### config.mk
export PLATFORM = sky130hd
export DESIGN_NAME = timestamp_format_validator_unit
export DESIGN_NICKNAME = d
export VERILOG_FILES = /design/src/sv/tsv_pkg.sv /design/src/sv/timestamp_format_validator_unit.sv /design/src/sv/tsv_cfg_regs.sv /design/src/sv/tsv_char_check.sv
export SDC_FILE = /design/constraint.sdc
export NUM_CORES = 1
export LEC_CHECK = 0
export BUFFER_PORTS_ARGS = -buffer_cell sky130_fd_sc_hd__buf_2
export CAP_MARGIN = 0
export CORE_UTILIZATION = 25
export CTS_CLUSTER_DIAMETER = 60
export CTS_CLUSTER_SIZE = 12
export DETAILED_ROUTE_END_ITERATION = 10
export PLACE_DENSITY = 0.44
export SLEW_MARGIN = 5
export SYNTH_ARGS = -nofsm -noshare
export SYNTH_HDL_FRONTEND = slang
export SYNTH_SLANG_ARGS = --single-unit
### constraint.sdc
create_clock -name clk -period 6.2 [get_ports clk]
set_input_delay 0.62 -clock clk [delete_from_list [all_inputs] [get_ports clk]]
set_output_delay 0.62 -clock clk [all_outputs]
set_load 0.03 [all_outputs]
### src/sv/tsv_pkg.sv
// ============================================================================
// tsv_pkg: shared types and constants of the timestamp format validator
// Holds the character layout of the timestamp, the parse state record and
// the decode functions used by the character check.
// ============================================================================
package tsv_pkg;

	localparam int unsigned CharW  = 8;
	localparam int unsigned PosW   = 5;
	localparam int unsigned ValueW = 14;
	localparam int unsigned NumSep = 6;
	localparam int unsigned SepIdxW = 3;

	// Layout positions that matter outside the tables.
	localparam logic [PosW-1:0] TsLen   = 5'd25;
	localparam logic [PosW-1:0] ZuluPos = 5'd19;
	localparam logic [PosW-1:0] LastPos = 5'd24;
	localparam logic [PosW-1:0] PosMax  = 5'd31;

	localparam logic [CharW-1:0] ChZero  = 8'h30;
	localparam logic [CharW-1:0] ChNine  = 8'h39;
	localparam logic [CharW-1:0] ChZulu  = 8'h5A;
	localparam logic [CharW-1:0] ChPlus  = 8'h2B;
	localparam logic [CharW-1:0] ChMinus = 8'h2D;
	localparam logic [CharW-1:0] ChTee   = 8'h54;
	localparam logic [CharW-1:0] ChColon = 8'h3A;

	// Register indexes of the separator bank.
	typedef enum logic [SepIdxW-1:0] {
		SEP_AFTER_YEAR   = 3'd0,
		SEP_AFTER_MONTH  = 3'd1,
		SEP_DATE_TIME    = 3'd2,
		SEP_AFTER_HOUR   = 3'd3,
		SEP_AFTER_MINUTE = 3'd4,
		SEP_IN_OFFSET    = 3'd5
	} sep_idx_t;

	typedef enum logic [1:0] {
		KIND_DIGIT = 2'd0,
		KIND_SEP   = 2'd1,
		KIND_ZONE  = 2'd2
	} pos_kind_t;

	typedef logic [NumSep-1:0][CharW-1:0] sep_bank_t;

	typedef struct packed {
		logic [PosW-1:0]   pos;
		logic [ValueW-1:0] value;
		logic              failed;
		logic              zulu;
	} parse_state_t;

	localparam parse_state_t StateClear = '{pos: '0, value: '0, failed: 1'b0, zulu: 1'b0};

	// What kind of character belongs at a position of the layout.
	function automatic pos_kind_t kind_of(input logic [PosW-1:0] p);
		pos_kind_t k;
		k = KIND_DIGIT;
		case (p)
			5'd4, 5'd7, 5'd10, 5'd13, 5'd16, 5'd22: k = KIND_SEP;
			5'd19: k = KIND_ZONE;
			default: k = KIND_DIGIT;
		endcase
		return k;
	endfunction

	// Which separator register is compared at a separator position.
	function automatic sep_idx_t sep_of(input logic [PosW-1:0] p);
		sep_idx_t s;
		s = SEP_AFTER_YEAR;
		case (p)
			5'd7:  s = SEP_AFTER_MONTH;
			5'd10: s = SEP_DATE_TIME;
			5'd13: s = SEP_AFTER_HOUR;
			5'd16: s = SEP_AFTER_MINUTE;
			5'd22: s = SEP_IN_OFFSET;
			default: s = SEP_AFTER_YEAR;
		endcase
		return s;
	endfunction

	// Upper limit checked at the final digit of a field; the top bit marks
	// that the position closes a field.
	function automatic logic [ValueW:0] limit_of(input logic [PosW-1:0] p);
		logic [ValueW:0] l;
		l = '0;
		case (p)
			5'd3:  l = {1'b1, 14'd9999};
			5'd6:  l = {1'b1, 14'd12};
			5'd9:  l = {1'b1, 14'd31};
			5'd12: l = {1'b1, 14'd23};
			5'd15: l = {1'b1, 14'd59};
			5'd18: l = {1'b1, 14'd59};
			5'd21: l = {1'b1, 14'd23};
			5'd24: l = {1'b1, 14'd59};
			default: l = '0;
		endcase
		return l;
	endfunction

endpackage

### src/sv/timestamp_format_validator_unit.sv
// ============================================================================
// timestamp_format_validator_unit: streaming timestamp format checker
// Reads a timestamp one character per word and, on the word marked last,
// returns one word that says whether the string is a valid timestamp.
// ============================================================================
// A verdict passes through the input register, then the result register.
// Throughput: one character per cycle; only a last character waits, while
// the result register holds an untaken word.
// Reset: arst_n clears the parse state, both valid flags and loads the
// separator registers with '-', '-', 'T', ':', ':', ':'.
module timestamp_format_validator_unit (
	input  logic        clk,
	input  logic        arst_n,
	// Character stream in.
	input  logic        s_tvalid,
	output logic        s_tready,
	input  logic [7:0]  s_tdata,   // [7:0] char_code
	input  logic        s_tlast,   // last_char
	// Verdict stream out.
	output logic        m_tvalid,
	input  logic        m_tready,
	output logic [7:0]  m_tdata,   // [0] timestamp_valid, [7:1] zero
	// Separator configuration.
	input  logic        psel,
	input  logic        penable,
	input  logic        pwrite,
	input  logic [4:0]  paddr,
	input  logic [31:0] pwdata,
	output logic [31:0] prdata,
	output logic        pready
);

	tsv_pkg::sep_bank_t    seps;
	tsv_pkg::parse_state_t state_q;
	tsv_pkg::parse_state_t state_nxt;
	logic                  verdict;

	logic       valid_s1;
	logic [7:0] char_s1;
	logic       last_s1;
	logic       fire;

	logic       out_valid_q;
	logic       out_bit_q;

	tsv_cfg_regs u_cfg (
		.clk     (clk),
		.arst_n  (arst_n),
		.psel    (psel),
		.penable (penable),
		.pwrite  (pwrite),
		.paddr   (paddr),
		.pwdata  (pwdata),
		.prdata  (prdata),
		.pready  (pready),
		.seps    (seps)
	);

	tsv_char_check u_check (
		.char_code (char_s1),
		.cur       (state_q),
		.seps      (seps),
		.nxt       (state_nxt),
		.ok        (verdict)
	);

	// The registered character is consumed whenever it does not need the
	// result register, or the result register is free or being emptied.
	// A character that is not the last one never waits on the master side.
	assign fire     = valid_s1 && (!last_s1 || !out_valid_q || m_tready);
	assign s_tready = !valid_s1 || fire;

	always_ff @(posedge clk or negedge arst_n) begin
		if (!arst_n) begin
			valid_s1 <= 1'b0;
		end else if (s_tready) begin
			valid_s1 <= s_tvalid;
		end
	end

	always_ff @(posedge clk) begin
		if (s_tready && s_tvalid) begin
			char_s1 <= s_tdata;
			last_s1 <= s_tlast;
		end
	end

	// Parse state advances on every consumed character and starts over once
	// a string has been closed by its last character.
	always_ff @(posedge clk or negedge arst_n) begin
		if (!arst_n) begin
			state_q <= tsv_pkg::StateClear;
		end else if (fire) begin
			state_q <= last_s1 ? tsv_pkg::StateClear : state_nxt;
		end
	end

	always_ff @(posedge clk or negedge arst_n) begin
		if (!arst_n) begin
			out_valid_q <= 1'b0;
		end else if (fire && last_s1) begin
			out_valid_q <= 1'b1;
		end else if (m_tready) begin
			out_valid_q <= 1'b0;
		end
	end

	always_ff @(posedge clk) begin
		if (fire && last_s1) begin
			out_bit_q <= verdict;
		end
	end

	assign m_tvalid = out_valid_q;
	assign m_tdata  = {7'd0, out_bit_q};

`ifndef ASSERT_OFF
	// Closing a string always leaves a clean parse state behind.
	property p_clear_after_last;
		@(posedge clk) disable iff (!arst_n)
		(fire && last_s1) |=> (state_q.pos == '0) && !state_q.failed && !state_q.zulu;
	endproperty
	a_clear_after_last: assert property (p_clear_after_last)
		else $error("parse state not cleared after last character");

	// A consumed middle character moves the position up by one until it saturates.
	property p_pos_step;
		@(posedge clk) disable iff (!arst_n)
		(fire && !last_s1 && (state_q.pos != tsv_pkg::PosMax)) |=>
			(state_q.pos == $past(state_q.pos) + 5'd1);
	endproperty
	a_pos_step: assert property (p_pos_step)
		else $error("character position did not advance by one");

	// A verdict only appears because a last character was consumed.
	property p_no_spurious_result;
		@(posedge clk) disable iff (!arst_n)
		(!out_valid_q && !(fire && last_s1)) |=> !out_valid_q;
	endproperty
	a_no_spurious_result: assert property (p_no_spurious_result)
		else $error("result word raised without a last character");

	// The Z flag can only be set once the zone position has been passed.
	property p_zulu_pos;
		@(posedge clk) disable iff (!arst_n)
		state_q.zulu |-> (state_q.pos > tsv_pkg::ZuluPos);
	endproperty
	a_zulu_pos: assert property (p_zulu_pos)
		else $error("zone flag set before the zone position");
`endif

endmodule

### src/sv/tsv_cfg_regs.sv
// ============================================================================
// tsv_cfg_regs: separator register bank behind an APB-style port
// Six 8-bit separator registers at word addresses; writes beyond the bank
// are dropped and read back as zero.
// ============================================================================
module tsv_cfg_regs (
	input  logic               clk,
	input  logic               arst_n,
	input  logic               psel,
	input  logic               penable,
	input  logic               pwrite,
	input  logic [4:0]         paddr,
	input  logic [31:0]        pwdata,
	output logic [31:0]        prdata,
	output logic               pready,
	output tsv_pkg::sep_bank_t seps
);

	tsv_pkg::sep_bank_t seps_q;
	logic [tsv_pkg::SepIdxW-1:0] idx;
	logic wr_en;

	assign idx    = paddr[4:2];
	assign wr_en  = psel && penable && pwrite;
	assign pready = 1'b1;
	assign seps   = seps_q;

	always_ff @(posedge clk or negedge arst_n) begin
		if (!arst_n) begin
			seps_q[tsv_pkg::SEP_AFTER_YEAR]   <= tsv_pkg::ChMinus;
			seps_q[tsv_pkg::SEP_AFTER_MONTH]  <= tsv_pkg::ChMinus;
			seps_q[tsv_pkg::SEP_DATE_TIME]    <= tsv_pkg::ChTee;
			seps_q[tsv_pkg::SEP_AFTER_HOUR]   <= tsv_pkg::ChColon;
			seps_q[tsv_pkg::SEP_AFTER_MINUTE] <= tsv_pkg::ChColon;
			seps_q[tsv_pkg::SEP_IN_OFFSET]    <= tsv_pkg::ChColon;
		end else if (wr_en && (idx < 3'(tsv_pkg::NumSep))) begin
			seps_q[idx] <= pwdata[7:0];
		end
	end

	always_comb begin
		prdata = '0;
		if (idx < 3'(tsv_pkg::NumSep)) begin
			prdata = {24'd0, seps_q[idx]};
		end
	end

endmodule

### src/sv/tsv_char_check.sv
// ============================================================================
// tsv_char_check: one-character step of the timestamp parser
// Checks a character against the layout at the current position, folds a
// digit into the field value and gives the verdict if the string ends here.
// ============================================================================
module tsv_char_check (
	input  logic [7:0]              char_code,
	input  tsv_pkg::parse_state_t   cur,
	input  tsv_pkg::sep_bank_t      seps,
	output tsv_pkg::parse_state_t   nxt,
	output logic                    ok
);

	logic        is_digit;
	logic [3:0]  digit;
	logic [17:0] acc;
	logic [14:0] lim;
	logic        zulu_here;
	logic [7:0]  sep_char;

	always_comb begin
		is_digit  = (char_code >= tsv_pkg::ChZero) && (char_code <= tsv_pkg::ChNine);
		digit     = is_digit ? 4'(char_code - tsv_pkg::ChZero) : 4'd0;
		acc       = {1'b0, cur.value, 3'b000} + {3'b000, cur.value, 1'b0} + {14'd0, digit};
		lim       = tsv_pkg::limit_of(cur.pos);
		sep_char  = seps[tsv_pkg::sep_of(cur.pos)];
		zulu_here = 1'b0;
		nxt       = cur;

		if (cur.zulu || (cur.pos >= tsv_pkg::TsLen)) begin
			// Anything after a Z, or past the full length, spoils the string.
			nxt.failed = 1'b1;
		end else begin
			unique case (tsv_pkg::kind_of(cur.pos))
				tsv_pkg::KIND_DIGIT: begin
					if (!is_digit) nxt.failed = 1'b1;
					if (lim[14]) begin
						if (acc[13:0] > lim[13:0]) nxt.failed = 1'b1;
						nxt.value = '0;
					end else begin
						nxt.value = acc[13:0];
					end
				end
				tsv_pkg::KIND_SEP: begin
					if (char_code != sep_char) nxt.failed = 1'b1;
				end
				tsv_pkg::KIND_ZONE: begin
					if (char_code == tsv_pkg::ChZulu) begin
						zulu_here = 1'b1;
					end else if ((char_code != tsv_pkg::ChPlus) &&
						(char_code != tsv_pkg::ChMinus)) begin
						nxt.failed = 1'b1;
					end
				end
				default: nxt.failed = 1'b1;
			endcase
		end

		nxt.zulu = cur.zulu | zulu_here;
		if (cur.pos != tsv_pkg::PosMax) nxt.pos = cur.pos + 5'd1;

		ok = !nxt.failed &&
			((zulu_here && (cur.pos == tsv_pkg::ZuluPos)) ||
			(!nxt.zulu && (cur.pos == tsv_pkg::LastPos)));
	end

endmodule

Word-level counts from Yosys, hierarchy flattened
Memories as Yosys holds them, arrays and structs flattened. Cells that the tools add are included.

Add/subtract/negate cells: 4. $lt $le $gt $ge: 8. Equal/unequal tests: 16. Muxes and demuxes: 30. Bitwise operators: 1. Reduce and logical (&&, ||, !) cells: 29.

Operator list (number): $bmux 8 s3 (2); $bwmux 48 (1); $mux 14 (3); $mux 8 (4); $demux 8 s3 (1); $mux 21 (1); $eq 5x5->1 const B (4); $ne 8x6->1 const B (2); $pmux 3 s5 (1); $add 14x14->14 (1); $add 14x4->14 (1); $gt 14x14->1 (1); $logic_and 1x1->1 (12); $mux 1 (12); $eq 5x3->1 const B (2); $eq 5x4->1 const B (2); $eq 8x7->1 const B (1); $ge 8x6->1 const B (1); $le 8x6->1 const B (1); $lt 3x4->1 const B (2); $ne 8x8->1 (1); $reduce_bool 2->1 (3); $reduce_or 6->1 (1); $add 5x1->5 const B (1); other kinds (19) (27).

Register bits after elaboration: 80. Memory bits (read-only): 352. Bits of input ports: 53. Memories: 1.

Memory list: (name not given) (depth 32, width 11, read ports 1, clocked after Yosys merged registers in 0, wr ports 0, RTL line tsv_pkg.sv:87) `case (p)`.

Depth between registers and ports, before layout
Gate-level depths: netlist of the first run.

Word-level depth: 12. Mapped depth: 21.

Modules after synthesis
Synthesis of the first run repeated with hierarchy kept, for this count alone.

Cells, all modules: 694. Area total of the unflattened synthesis: 6852.8 um^2.

By module, submodules not included: tsv_char_check (times used 1, cells each 362, area each 2612.5 um^2, seq. area each 0.0 um^2); tsv_cfg_regs (times used 1, cells each 184, area each 2543.7 um^2, seq. area each 1229.9 um^2); timestamp_format_validator_unit (times used 1, cells each 148, area each 1696.6 um^2, seq. area each 875.8 um^2).

Worst setup path after synthesis of the first run
Ideal clock, no wire load.

Kind: register to register. Start: register char_s1[1]. End: register out_bit_q, data pin. Setup time: 263 ps. Arrival time: 4030 ps. Required time: 5937 ps. Slack: 1907 ps. Stages on the path, launching flop included: 21. Clock period less this slack: 4293 ps. Cell sequence: edfxtp_1 > o21ai_0 > and4b_1 > nand2_1 > fa_1 > inv_1 > fa_1 > a21o_1 > a21oi_1 > o21ai_0 > a21o_1 > a21oi_1 > xnor2_1 > ha_1 > nand4_1 > nor2_1 > nand4_1 > o21ai_0 > and2_2 > o31ai_1 > a21oi_1.

Word-level cells in the longest chain between the ends: 11. Elaborated cells between the ends (all ways): 30. Classes of those cells: add/sub: 2; order compare: 3; eq/ne: 4; mux: 12; bitwise: 1; reduce/logical: 8.

RTL lines: start, declared (RTL line timestamp_format_validator_unit.sv:39) `logic [7:0] char_s1;`; start signal, assigned (RTL line timestamp_format_validator_unit.sv:83) `char_s1 <= s_tdata;`; $ge 8x6->1 or $le 8x6->1 (tied branches) (RTL line tsv_char_check.sv:22) `is_digit = (char_code >= tsv_pkg::ChZero) && (char_code <= tsv_pkg::ChNine);`; $logic_and 1x1->1 (RTL line tsv_char_check.sv:22); $mux 4 (RTL line tsv_char_check.sv:23) `digit = is_digit ? 4'(char_code - tsv_pkg::ChZero) : 4'd0;`; $add 14x4->14 (RTL line tsv_char_check.sv:24) `acc = {1'b0, cur.value, 3'b000} + {3'b000, cur.value, 1'b0} + {14'd0, digit};`; $gt 14x14->1 (RTL line tsv_char_check.sv:38) `if (acc[13:0] > lim[13:0]) nxt.failed = 1'b1;`; $mux 1 (RTL line tsv_char_check.sv:38); $mux 1 (RTL line tsv_char_check.sv:37) `if (lim[14]) begin`; $pmux 1 s3 (RTL line tsv_char_check.sv:34) `unique case (tsv_pkg::kind_of(cur.pos))`; $mux 1 (RTL line tsv_char_check.sv:30) `if (cur.zulu || (cur.pos >= tsv_pkg::TsLen)) begin`; $logic_not 1->1 (RTL line tsv_char_check.sv:62) `ok = !nxt.failed &&`; $logic_and 1x1->1 * (RTL line tsv_char_check.sv:62); named net u_check.ok (RTL line tsv_char_check.sv:11) `output logic ok`; end signal, assigned (RTL line timestamp_format_validator_unit.sv:110) `out_bit_q <= verdict;`; end, declared (RTL line timestamp_format_validator_unit.sv:44) `logic out_bit_q;`.

The timed path passes the listed nets; every way through them passes the cells marked *. A chain may end at the register's enable or synchronous reset.

Worst setup path in the final report of the first run
Same ends and word-level chain as after synthesis.

==> results of run 1 <==
==> per-layer routing <==
layer / up-vias / track usage / routed length, um
met4: 0 / 0.0378 / 187
met2: 97 / 0.201 / 6920
met1: 2120 / 0.184 / 7480
met5: - / 0 / 0
met3: 13 / 0.0240 / 487
li1: 2055 / - / -
==> synthesized netlist by cell type, drive strengths merged (5+ instances only) <==
library cell | n | area [um^2]
a21o | 5 | 37.5
a31oi | 8 | 50.1
nand3 | 14 | 70.1
dfrtp | 47 | 1180
xnor2 | 9 | 78.8
a21oi | 21 | 105
buf | 39 | 305
mux2 | 55 | 619
nand2 | 18 | 67.6
mux4 | 8 | 180
and2 | 7 | 45.1
a22o | 12 | 105
dfstp | 23 | 604
o22ai | 14 | 87.6
edfxtp | 10 | 300
clkbuf | 14 | 83.8
nor3 | 10 | 61.3
inv | 25 | 93.8
xor2 | 7 | 61.3
nor2 | 26 | 113
o31ai | 5 | 37.5
ha | 39 | 488
nand4 | 8 | 50.1
mux2i | 35 | 350
a22oi | 5 | 37.5
o21ai | 20 | 104
nand2b | 5 | 31.3
==> final timing paths <==
kind / from / to / slack (ns) / cells past startpoint
worst min-delay path: s_tlast / last_s1 / 0.45 / 1
worst min register to register: state_q[13] / state_q[13] / 0.52 / 1
max in group asynchronous: arst_n / u_cfg.seps[21] / 5.07 / 2
worst max register to register: char_s1[1] / out_bit_q / 1.19 / 20
worst max-delay path: char_s1[1] / out_bit_q / 1.19 / 20
min in group asynchronous: arst_n / u_cfg.seps[32] / 0.50 / 2
==> cell type report <==
cell class	instances	area [um^2]	area share
flip-flops and latches	80	2080	0.320
multi-input cells	421	3430	0.527
inverters	25	93.8	0.0144
well taps	313	392	0.0602
clock inverters	7	80.1	0.0123
repair buffers	40	208	0.0319
clock buffers	9	225	0.0346
==> metrics by stage <==
| step | hold slack, ns | setup slack [ns] | util | area (um^2) | std cells |
|---|---|---|---|---|---|
| 6_report | 0.450 | 1.19 | 0.285 | 6510 | 895 |
| 2_1_floorplan | 0.324 | 1.91 | - | 5990 | 580 |
| 4_1_cts | 0.437 | 1.21 | 0.285 | 6510 | 895 |
| 3_3_place_gp | 0.505 | 1.35 | 0.272 | 6200 | 879 |
| 3_5_place_dp | 0.501 | 1.28 | 0.272 | 6200 | 879 |
| 5_1_grt | 0.433 | 0.852 | 0.285 | 6510 | 895 |
==> critical path, cell delays in order, from the launching register on <==
cell	delay [ns]
edfxtp_1	0.50
o21ai_0	0.19
and4b_1	0.33
nand2_1	0.13
fa_1	0.49
inv_1	0.06
fa_1	0.50
a21o_1	0.23
a21oi_1	0.24
o21ai_0	0.20
a21o_1	0.21
a21oi_1	0.18
xnor2_1	0.21
ha_1	0.31
nand4_1	0.14
nor2_1	0.06
nand4_1	0.08
o21ai_0	0.08
and2_2	0.24
o31ai_1	0.25
a21oi_1	0.12
==> power groups by stage <==
stage | clock, mW | sequential, mW | combinational, mW
after global placement | 0 | 0.717 | 0.480
final | 0.551 | 0.714 | 0.488
after detailed placement | 0 | 0.723 | 0.490
after CTS | 0.569 | 0.713 | 0.492
after global routing | 0.590 | 0.728 | 0.537
after floorplan | 0 | 0.685 | 0.404
==> flip-flops by register name (all words and copies together) (netlist names) <==
signal,count
state_q,20
valid_s1,1
last_s1,1
u_cfg.seps,48
char_s1,8
m_tvalid,1
out_bit_q,1
==> cells by family (layout without fill, tap and decap cells) <==
kind of cell,after synthesis,after routing,share of synthesized area
AO/OA/AOI/OAI,117,117,0.136
AND/OR/NAND/NOR,117,117,0.116
multiplexers,98,98,0.195
flip-flops,80,80,0.354
buffers and inverters,79,81,0.0840
adder cells (fa/ha/maj),41,41,0.0898
XOR/XNOR,16,16,0.0238
other,2,32,0.00128
==> metrics.txt, run 1 <==
Sum Neg Setup Slack 0 ns; number of enable flip-flop cells after synthesis 10; NetSw 0.595 mW; Detail Route Antenna Nets 0; Reg clk slew, reported paths 0.07 ns; Avg WL per Cell approximately 17 um; Total GRT Usage 0.130; pin count of the biggest net entering global routing between 70 and 80; Cells after Synth 550; CP Max Fanout 7; vias in the first global route 4,315; Int Power 1.16 mW; sw frac 0.340; IO Port Bufs 37; via count around 4,300; clock share of power 0.314; Synth Flop Type dfrtp_1; Final Cycle Share 0.807; initial core utilization 0.257; Setup Fix Bufs, Post-CTS 0; dpl hpwl around 11,000 um; chip height between 150 and 200 um; Cell Area, Synth 5880 um^2; initial antenna violation count 0; worst-margin pin slew around 1 ns; Worst setup SP type register; Clock Root Buffer clkbuf_16; gp weighted congestion ~0.8; VDD IR-drop max ~0.00014 V; Distinct cells, synth 74; Req. time, crit path between 6 and 7 ns; io pins 96; Pwr Total ~1.8 mW; CTS tree built; die area ~24,000 um^2; asr flop ratio synth 0.875; global route overflow 0; Synth Area per Inst about 11 um^2; Post-CTS Hold Fix Bufs 0; Num Clock Sinks 80; antenna cells 0; Clock Tree Buf Depth 2; area grow syn2layout 10.7%; clk_lat worst skew ~0.35 ns; final WL 15,100 um; first-pass GRT wire length ~24,000 um; Hold Path Class in2reg; Slew Viols, Final 0; combinational power share 0.278; status finished, final reports clean; Detailed Routing Iterations Pass 1 4; sequential power share 0.407; post-synthesis sequential area ratio 0.354; Die X between 150 and 200 um; Max Freq 200 MHz; nets@finish between 600 and 700; Rel. slew slack 0.323; layout cells sized above 1 0.273; commonest non-fill, non-tap cell in the layout mux2_2; Core Region roughly 23,000 um^2; Max Cap Viol 0; Leakage 2.81 nW; Clock Skew approximately 0.0087 ns; Setup CP Type reg2reg; min Tclk post-route ~5 ns; Hold Vio Cnt, Final 0; fillers 2,404; Final setup viols 0; CTS H-tree lvls 3; Avg Vias per Cell between 4 and 5; Seq cells post-synth 80; synth warn 0; Cell Pwr Density between 200 and 300 nW/um^2; DRC viols 0; CP endpoint kind register; CP Data Arrival Time 5.10 ns; num rows 55; 1st-iter DRT viols between 200 and 250; RSZ-0062 raised after global routing false; highest-count cells in the layout ignoring fill and taps mux2_2, dfrtp_1, ha_1, buf_2, mux2i_1; TritonCTS buffer count 9; PostCTS Resize Cnt 0
Note: power is estimated with default switching activity, not from simulation.
==> inputs of run 2 (changes only) <==
- ABC_AREA: default -> 1
- PLACE_DENSITY: 0.44 -> 0.45
- clock period: 6.2 -> 4.43 ns (I/O delays scaled with it)
==> run 2 against run 1 <==
Compared with the run above:
- maximum frequency increased by 25%
- sequential share of layout area down 0.48 points
- core utilization is 0.35 points higher
- largest cell class unchanged
==> metrics.txt, run 2 <==
post-synthesis sequential area ratio 0.351; top cells by area, synth dfrtp_1, nand2_1, dfstp_2; Core Region 22,900 um^2; number of enable flip-flop cells after synthesis 10; RSZ-0062 raised after global routing false; Hold Vio Cnt, Final 0; Distinct cells, synth 48; chip height approximately 160 um; most common cell in the netlist nand2_1; CP cell instances nor2_2, nand3_1, nor2_4, nand2_1, fa_1, inv_1, ha_1, nand2_1, nor2_2, nand2_1, nand3_1, a31o_2, xnor2_1, inv_1, ha_1, nand2_1, nor2_1, nand4_1, nand3_1, nand2_1, nand2_1, nand2_1, nand3_2, nor2_1; post-place setup slack 0.329 ns; Final setup viols 0; Synth Flop Type dfrtp_1; Seq cells post-synth 80; asr flop ratio synth 0.875; area grow syn2layout 11.5%; global route overflow 0; Final Instance Count excl. Fillers about 1,100; Sum Neg Setup Slack 0 ns; PnR worst setup slack around 0.44 ns; IO Port Bufs 37; die area 24,300 um^2; Cell Area, Synth a little under 6000 um^2; Reg-to-Reg Start char_s1[7]; Detail Route Antenna Nets 0; Cells after Synth slightly below 800; vias in the first global route ~5,000; fillers between 2,000 and 2,500; io pins 96; Buf/Inv on CP 2; clk_lat worst skew between 0.3 and 0.4 ns; placed inst area ~6300 um^2; CP Max Fanout 4; Max Cap Viol 0; top cells by count, synth nand2_1, inv_1, nand3_1; Die X around 160 um; fin area ~6600 um^2; first-pass GRT wire length 27,300 um; share of the synthesized area in the top cell type 0.198; status finished, final reports clean; CP Data Arrival Time around 4.1 ns; CTS tree built; Synth Area per Inst ~7.7 um^2; Setup CP Type reg2reg; Clock Skew between 0.008 and 0.009 ns; r2r endpoint out_bit_q; num rows between 50 and 60; Detailed Routing Iterations Pass 1 4; CP Depth 24; Leakage between 3 and 4 nW; Critical Path Start char_s1[7]; final WL roughly 16,000 um; Inst Count DP approximately 1,100; max reg flops 48; Final Cycle Share 0.900; CP endpoint kind register; Cell Pwr Density 395 nW/um^2; VDD IR-drop max between 0.0002 and 0.00025 V; Reg clk slew, reported paths 0.07 ns; Reg2Reg Setup Slack ~0.44 ns; commonest non-fill, non-tap cell in the layout nand2_1; Req. time, crit path between 4 and 5 ns; antenna cells 0; synth warn 0; min Tclk post-route between 3 and 4 ns; DRC viols 0; initial core utilization 0.259; Clock Root Buffer clkbuf_16; via count approximately 5,000; CTS H-tree lvls 3; pin count of the biggest net entering global routing approximately 70; nets@finish about 900; top cell type by total area after synthesis dfrtp_1; TritonCTS buffer count 9; cell mode on critical path nand2_1; CP delay by family, top simple AND/OR/NAND/NOR gates; Clock Tree Buf Depth 2; Avg WL per Cell 14.6 um; Total GRT Usage 0.146; Worst setup SP type register; slowest stage delay, CP 0.49 ns; CP max stage cell fa_1; Hold Path Class in2async; Num Clock Sinks 80; Avg Vias per Cell around 4.5; Post-CTS Hold Fix Bufs 0; gp weighted congestion between 0.7 and 0.8; FF-to-FF path depth 24; Max Freq between 200 and 300 MHz; Rel. slew slack 0.213; worst-margin pin slew ~1.2 ns; layout cells sized above 1 0.161; dpl hpwl about 12,000 um; highest-count cells in the layout ignoring fill and taps nand2_1, inv_1, nand3_1, o21ai_0, dfrtp_1; Slew Viols, Final 0; initial antenna violation count 0; 1st-iter DRT viols ~340
run 2: how the worst max path moves through the flow:
stage	to	slack (ns)
finish	out_bit_q	0.44
global route	out_bit_q	0.01
CTS	out_bit_q	0.30
detailed placement	out_bit_q	0.33
global placement	out_bit_q	0.35
floorplan	out_bit_q	0.89
run 2: where the power goes:
group	switching, mW	internal, mW	leakage [nW]
clock	0.350	0.456	0.159
combinational	0.535	0.272	2.20
sequential	0.100	0.900	0.935
total	0.984	1.63	3.29
run 2: per-stage QoR:
step                      total power [mW]  hold slack (ns)   util
after floorplan                       1.64            0.147      -
after global placement                1.81            0.468  0.273
after detailed placement              1.81            0.477  0.273
after CTS                             2.63            0.254  0.287
after global routing                  2.80            0.247  0.288
final                                 2.61            0.233  0.288
run 2: timing repair:
item | 4_1_cts | 5_1_grt
resized for setup | 0 | 5
buffers inserted | 0 | 2
setup endpoints to repair | 0 | 2
run 2: cells by family (layout without fill, tap and decap cells):
kind of cell | after synthesis | in the layout | share of synthesized area
simple gates | 348 | 348 | 0.269
buf+inv | 161 | 169 | 0.137
compound gates | 129 | 129 | 0.141
flops | 80 | 80 | 0.351
fa+ha+maj | 41 | 41 | 0.0891
xor+xnor | 8 | 8 | 0.0118
other cells | 2 | 32 | 0.00127
run 2: area by class of cell:
class,instances,area (um^2),area share
timing repair buffer,44,240,0.0364
sequential,80,2080,0.315
tap,313,392,0.0593
inverter,109,419,0.0634
multi-input combinational,558,3160,0.478
clock buffer,11,275,0.0417
clock inverter,5,40.0,0.00606
run 2: per-layer routing:
layer,GRT usage,part of all wire,vias up
met4,0.0275,0.0098,0
met5,0,0,-
li1,-,-,2562
met1,0.200,0.50,2346
met2,0.237,0.45,81
met3,0.0292,0.032,12
